$ cat src/rtl/sngf_pkg.sv
`timescale 1ns / 1ps
// Shared types, prime ROM and reciprocal ROM for the smooth number gap finder.
package sngf_pkg;

  localparam int MAX_K      = 256;
  localparam int NUM_PRIMES = 54;
  localparam int KW         = $clog2(MAX_K + 1);
  localparam int IW         = $clog2(NUM_PRIMES + 1);
  localparam int RW         = (NUM_PRIMES > 1) ? $clog2(NUM_PRIMES) : 1;
  localparam int DEF_WINDOW = 200;

  typedef logic [KW-1:0] prime_arr_t [NUM_PRIMES];
  typedef logic [63:0]   inv_arr_t   [NUM_PRIMES];

  typedef struct packed {
    logic [63:0] number;
    logic        restart;
    logic        is_zero;
  } item_t;

  function automatic prime_arr_t build_primes();
    prime_arr_t       res;
    logic [MAX_K:0]   comp;
    int               cnt;
    comp = '0;
    cnt  = 0;
    for (int i = 0; i < NUM_PRIMES; i++) res[i] = '1;
    for (int i = 2; i <= MAX_K; i++) begin
      if (!comp[i]) begin
        if (cnt < NUM_PRIMES) begin
          res[cnt] = KW'(i);
          cnt      = cnt + 1;
        end
        for (int j = i * i; j <= MAX_K; j += i) comp[j] = 1'b1;
      end
    end
    return res;
  endfunction

  localparam prime_arr_t PRIMES = build_primes();

  // inverse of each odd prime modulo 2^64, by Newton steps
  function automatic inv_arr_t build_inv();
    inv_arr_t    res;
    logic [63:0] p;
    logic [63:0] v;
    for (int i = 0; i < NUM_PRIMES; i++) begin
      p = 64'(PRIMES[i]);
      v = p;
      for (int s = 0; s < 6; s++) v = v * (64'd2 - p * v);
      res[i] = v;
    end
    return res;
  endfunction

  localparam inv_arr_t INVS = build_inv();

  function automatic logic [3:0] low_zeros(input logic [7:0] b);
    logic [3:0] n;
    n = 4'd8;
    for (int i = 7; i >= 0; i--) if (b[i]) n = 4'(i);
    return n;
  endfunction

endpackage

$ cat src/rtl/sngf_front.sv
`timescale 1ns / 1ps
// Front end: accepts input transactions, tags zero, and queues them.
module sngf_front (
  input  logic            clk_i,
  input  logic            rst_ni,
  input  logic            in_valid_i,
  output logic            in_ready_o,
  input  logic [63:0]     in_number_i,
  input  logic            in_restart_i,
  output logic            item_valid_o,
  input  logic            item_ready_i,
  output sngf_pkg::item_t item_o
);

  sngf_pkg::item_t mem_q [2];
  logic            wp_q, wp_d, rp_q, rp_d;
  logic [1:0]      cnt_q, cnt_d;
  logic            push, pop;

  assign in_ready_o   = (cnt_q != 2'd2);
  assign item_valid_o = (cnt_q != 2'd0);
  assign item_o       = mem_q[rp_q];
  assign push         = in_valid_i && in_ready_o;
  assign pop          = item_valid_o && item_ready_i;

  always_comb begin
    wp_d  = push ? ~wp_q : wp_q;
    rp_d  = pop ? ~rp_q : rp_q;
    cnt_d = cnt_q + {1'b0, push} - {1'b0, pop};
  end

  always_ff @(posedge clk_i or negedge rst_ni) begin
    if (!rst_ni) begin
      wp_q  <= 1'b0;
      rp_q  <= 1'b0;
      cnt_q <= 2'd0;
    end else begin
      wp_q  <= wp_d;
      rp_q  <= rp_d;
      cnt_q <= cnt_d;
    end
  end

  always_ff @(posedge clk_i) begin
    if (push) begin
      mem_q[wp_q].number  <= in_number_i;
      mem_q[wp_q].restart <= in_restart_i;
      mem_q[wp_q].is_zero <= (in_number_i == 64'd0);
    end
  end

endmodule

$ cat config.mk
export PLATFORM = sky130hd
export DESIGN_NAME = sngf_front
export DESIGN_NICKNAME = d
export VERILOG_FILES = /design/src/rtl/sngf_pkg.sv /design/src/rtl/sngf_front.sv
export SDC_FILE = /design/constraint.sdc
export NUM_CORES = 1
export LEC_CHECK = 0
export BUFFER_PORTS_ARGS = -buffer_cell sky130_fd_sc_hd__clkbuf_2
export CORE_MARGIN = 2
export CORE_UTILIZATION = 52
export CTS_CLUSTER_SIZE = 40
export DETAILED_ROUTE_END_ITERATION = 6
export HOLD_SLACK_MARGIN = 0.08
export PLACE_DENSITY = 0.85
export SETUP_SLACK_MARGIN = 0.05
export SLEW_MARGIN = 30
export SYNTH_ARGS = -nofsm -noshare
export SYNTH_HDL_FRONTEND = slang
export SYNTH_SLANG_ARGS = --single-unit
$ cat constraint.sdc
create_clock -name clk_i -period 4.4 [get_ports clk_i]
set_input_delay 0 -clock clk_i [delete_from_list [all_inputs] [get_ports clk_i]]
set_output_delay 0 -clock clk_i [all_outputs]
set_load 0.02 [all_outputs]
# Word level (Yosys, flattened, before mapping)
# Memories as Yosys holds them, arrays and structs flattened.
# Index checks and enable logic that the tools add are counted.
[op_classes] addsub=2 eq_ne=1 n_bitwise=2 muxes=2 reduce_logical=4
[op_table] operator="$logic_not 64->1" n=1
[op_table] operator="$add 2x1->2" n=1
[op_table] operator="$logic_and 1x1->1" n=2
[op_table] operator="$mux 1" n=2
[op_table] operator="$ne 2x2->1 const B" n=1
[op_table] operator="$not 1->1" n=2
[op_table] operator="$reduce_bool 2->1" n=1
[op_table] operator="$sub 2x1->2" n=1
[totals] output_inout_bits=68 mem_bits_rw=132 memories=1 register_bits=4 elab_cells=15 in_bits=69
[mem_list] memory="mem_q" depth=2 word_bits=66 read_ports=1 rd_ports_with_merged_regs=0 wr=1 line="sngf_front.sv:15" source="sngf_pkg::item_t mem_q [2];"

# Longest topological paths before layout
[depth] depth_word=4 mapped_depth=7 mapped_depth_nobuf=7

# Least setup slack after synthesis
# No wires, ideal clock.
[synth_path] path_type="register to register" start="register cnt_q[1]" end="memory mem_q[0][0] in the netlist's numbering, enable pin" stages_incl_launch_ff=4 period_less_slack_ns=4.007 slack_ns=0.393 n_path_buf=0 t_required_ns=3.910 setup_ns=0.490 arrival_time_ns=3.516 path_cell_list="dfrtp_1 > nand2b_1 > nand2_1 > nor2_1"
[synth_between] elab_chain_len=4
[synth_rtl] item="start: declaration" line="sngf_front.sv:17" source="logic [1:0] cnt_q, cnt_d;"
[synth_rtl] item="start signal: assignment" line="sngf_front.sv:40" source="cnt_q <= cnt_d;"
[synth_rtl] item="$ne 2x2->1" line="sngf_front.sv:20" source="assign in_ready_o = (cnt_q != 2'd2);"
[synth_rtl] item="named net in_ready_o" line="sngf_front.sv:7" source="output logic in_ready_o,"
[synth_rtl] item="$logic_and 1x1->1" line="sngf_front.sv:23" source="assign push = in_valid_i && in_ready_o;"
[synth_rtl] item="$mux 1" line="sngf_front.sv:45" source="if (push) begin"
[synth_rtl] item="$mux 1 (not written as such)" line="sngf_front.sv:48" source="mem_q[wp_q].is_zero <= (in_number_i == 64'd0);"
[synth_rtl] item="end: declaration" line="sngf_front.sv:15"
# The timed path passes the listed nets, and every way through them passes these cells.

==> impl_results.md <==
* Status: complete, no violations
* Least-Margin Pin Slew at 0.689 ns
* Overall Power at 4.68 mW
* # IOs at 137
* VDD IR max at 0.000404 V
* Clock buffer depth at 2
* Multiplexer share of the synthesized area at 16.4%
* Metal2 WL at 5.81 mm
* Largest family of logic cells by synthesized area: multiplexers
* Complex-gate fraction of the synthesized area at 0%
* TritonCTS buffer count at 17
* Clock Sinks at 136
* Clk slew on worst S/H paths at 0.06 ns
* Lkg Pwr at 2.84 nW
* Critical Path Start Type: flip-flop
* Arr. time, crit path at 2.18 ns
* Netlist cell types at 20
* Fmax at 458 MHz
* TritonCTS clock tree: built
* Final Setup Violations at 0
* Rows at 36
* Nets at 535
* PortBufs at 136
* Setup Skew at 0.00873 ns
* CTS H-Tree Depth at 4
* Pre-CTS worst setup slack at 2.02 ns
* Post-layout util at 74.5%
* Core area at 9770 µm²
* Hold crit path type: in -> reg
* Power density cells at 643 nW/µm²
* Synthesized net count at 314
* Total Routed Length at 10.7 mm
* Final ANT Viol Nets at 0
* Area share of fa/ha/maj cells after synthesis at 0.480%
* Vias at 3081
* Required @ worst endpoint at 4.40 ns
* Synth Area in XOR/XNOR at 0.672%
* M1 WL at 4.14 mm
* Hold Vio Cnt, Final at 0
* Layout cell share with drive strength beyond 1 at 49.8%
* # DRC at 0
* Yosys warning count at 0
* Final worst-path setup slack at 2.22 ns
* Die area at 10800 µm²
* Area delta synth->final at 39.6%
* Chip height at 104 µm
* Number of global-route vias before repair at 3315
* Slew margin rel. at 54.1%
* Initial DRC Count at 145
* Setup bufs post-CTS at 0
* WL/cell at 17.6 µm
* Total GRT Usage at 20.6%
* Tmin final at 2.18 ns
* Number of fill cells in the layout at 585
* Latest clock arrival within the worst-skew pair at 0.51 ns
* Pin count of the biggest net entering global routing at 50
* Setup CP Type: reg -> out
* Register area share after synthesis at 77.9%
* GR Overflow Total at 0
* First-pass GRT wire length at 16.7 mm
* Root Driver: clkbuf_8
* Max Cap Viol at 0
* Pins Over Slew Limit at 0
* Post-Syn Area at 5220 µm²
* Routability cong. at 0.803
* Post-Synth Simple-Gate Area at 3.38%
* TritonRoute pass-1 iters at 4
* Top layer in use: met4
* Final hold slack at 0.243 ns
* Post-DP HPWL at 6.31 mm
* TNS Setup at 0 ns
* Initial antenna violation count at 1
* RSZ-0062 raised after global routing: no
* Synth Register Bits at 136
* Starting Density at 53.4%
* Drt via density at 5.07
* Worst-path maximum fanout at 36
* Met3 WL at 530 µm
* Synth Area per Inst at 21.5 µm²
* Endpoint type of the worst setup path: primary output
* Die W at 104 µm
* Post-Synthesis Cells at 243
* Final period utilization at 49.7%
stage by stage:
| step | area, µm² | cells |
|---|---|---|
| 6_report | 7280 | 608 |
| 5_1_grt | 7280 | 608 |
| 4_1_cts | 7250 | 606 |
| 3_5_place_dp | 6060 | 508 |
| 3_3_place_gp | 6030 | 507 |
| 2_1_floorplan | 5220 | 243 |
synth_stat cells:
master    instances  area, µm²
mux2_4           30        450
ha_1              2       25.0
nand2b_1          1       6.26
buf_6             3       33.8
edfxtp_1        132       3960
nor2_1            1       3.75
inv_1             1       3.75
mux2_2           36        405
nand2_1           1       3.75
nor4_2            2       25.0
dfrtp_1           4        100
or2_1             1       6.26
xnor2_1           3       26.3
buf_2             3       15.0
and2_1            1       6.26
xor2_1            1       8.76
nand4_1           4       25.0
buf_4             1       7.51
nor4_1           15       93.8
and3_1            1       6.26
metal layers:
| layer | vias to the layer above | global-route usage (%) |
|---|---|---|
| li1 | 1434 | - |
| met1 | 1504 | 22.9 |
| met2 | 125 | 36.1 |
| met3 | 18 | 5.45 |
| met4 | 0 | 11.4 |
| met5 | - | 0 |
sequential cells by signal, indices dropped and copies added (netlist names):
register and count:
mem_q 132, cnt_q 2, rp_q 1, wp_q 1
layout by cell type (no fill, tap or decap), types with 4 or more instances in the layout:
| master | count |
|---|---|
| clkbuf_16 | 16 |
| clkbuf_2 | 136 |
| clkinvlp_4 | 4 |
| dlygate4sd3_1 | 69 |
| edfxtp_1 | 132 |
| mux2_2 | 36 |
| mux2_4 | 30 |
| nand4_1 | 4 |
| nor4_1 | 15 |
report_power, final:
group	switching (mW)	total (mW)	internal [mW]	leakage [nW]
sequential	0.151	1.93	1.78	1.27
clock	0.477	1.20	0.727	0.237
combinational	0.869	1.55	0.685	1.33
final timing paths:
check	start	to	slack, ns	cells past startpoint
worst max-delay path	rp_q	item_o[0]	2.22	3
worst min-delay path	in_number_i[6]	mem_q[0][8]	0.24	2
worst max register to register	cnt_q[1]	mem_q[1][14]	2.49	3
worst min register to register	cnt_q[0]	cnt_q[0]	0.52	1
max in group asynchronous	rst_ni	rp_q	3.80	3
min in group asynchronous	rst_ni	cnt_q[0]	0.41	3
worst max-delay path: stages (launching register included):
cell	delay, ns
dfrtp_4	0.79
buf_12	0.31
mux2_2	0.37
clkbuf_2	0.17
kinds of logic (layout without fill, tap and decap cells):
| family | count (synthesis) | count (layout) |
|---|---|---|
| DFF | 136 | 136 |
| muxes | 66 | 66 |
| xor gates and xnor gates | 4 | 4 |
| adders and majority gates | 2 | 2 |
| buffers and inverters | 8 | 239 |
| and+or+nand+nor | 27 | 27 |
| other | 0 | 1 |
repair_timing:
item / in CTS / in global routing
resized for setup: 0 / 0
hold endpoints to repair: 139 / 0
hold buffers: 69 / 0
layout make-up:
cell class	instances	area (µm²)	share of cell area, %
multi-input cells	99	1100	15.2
diodes	1	2.50	0.0344
repair buffers	209	1430	19.7
clock inverters	11	86.3	1.19
clock buffers	18	418	5.74
flip-flops and latches	136	4070	55.8
inverters	1	3.75	0.0515
well taps	133	166	2.28
No activity file was read; power rests on OpenSTA's default activity.
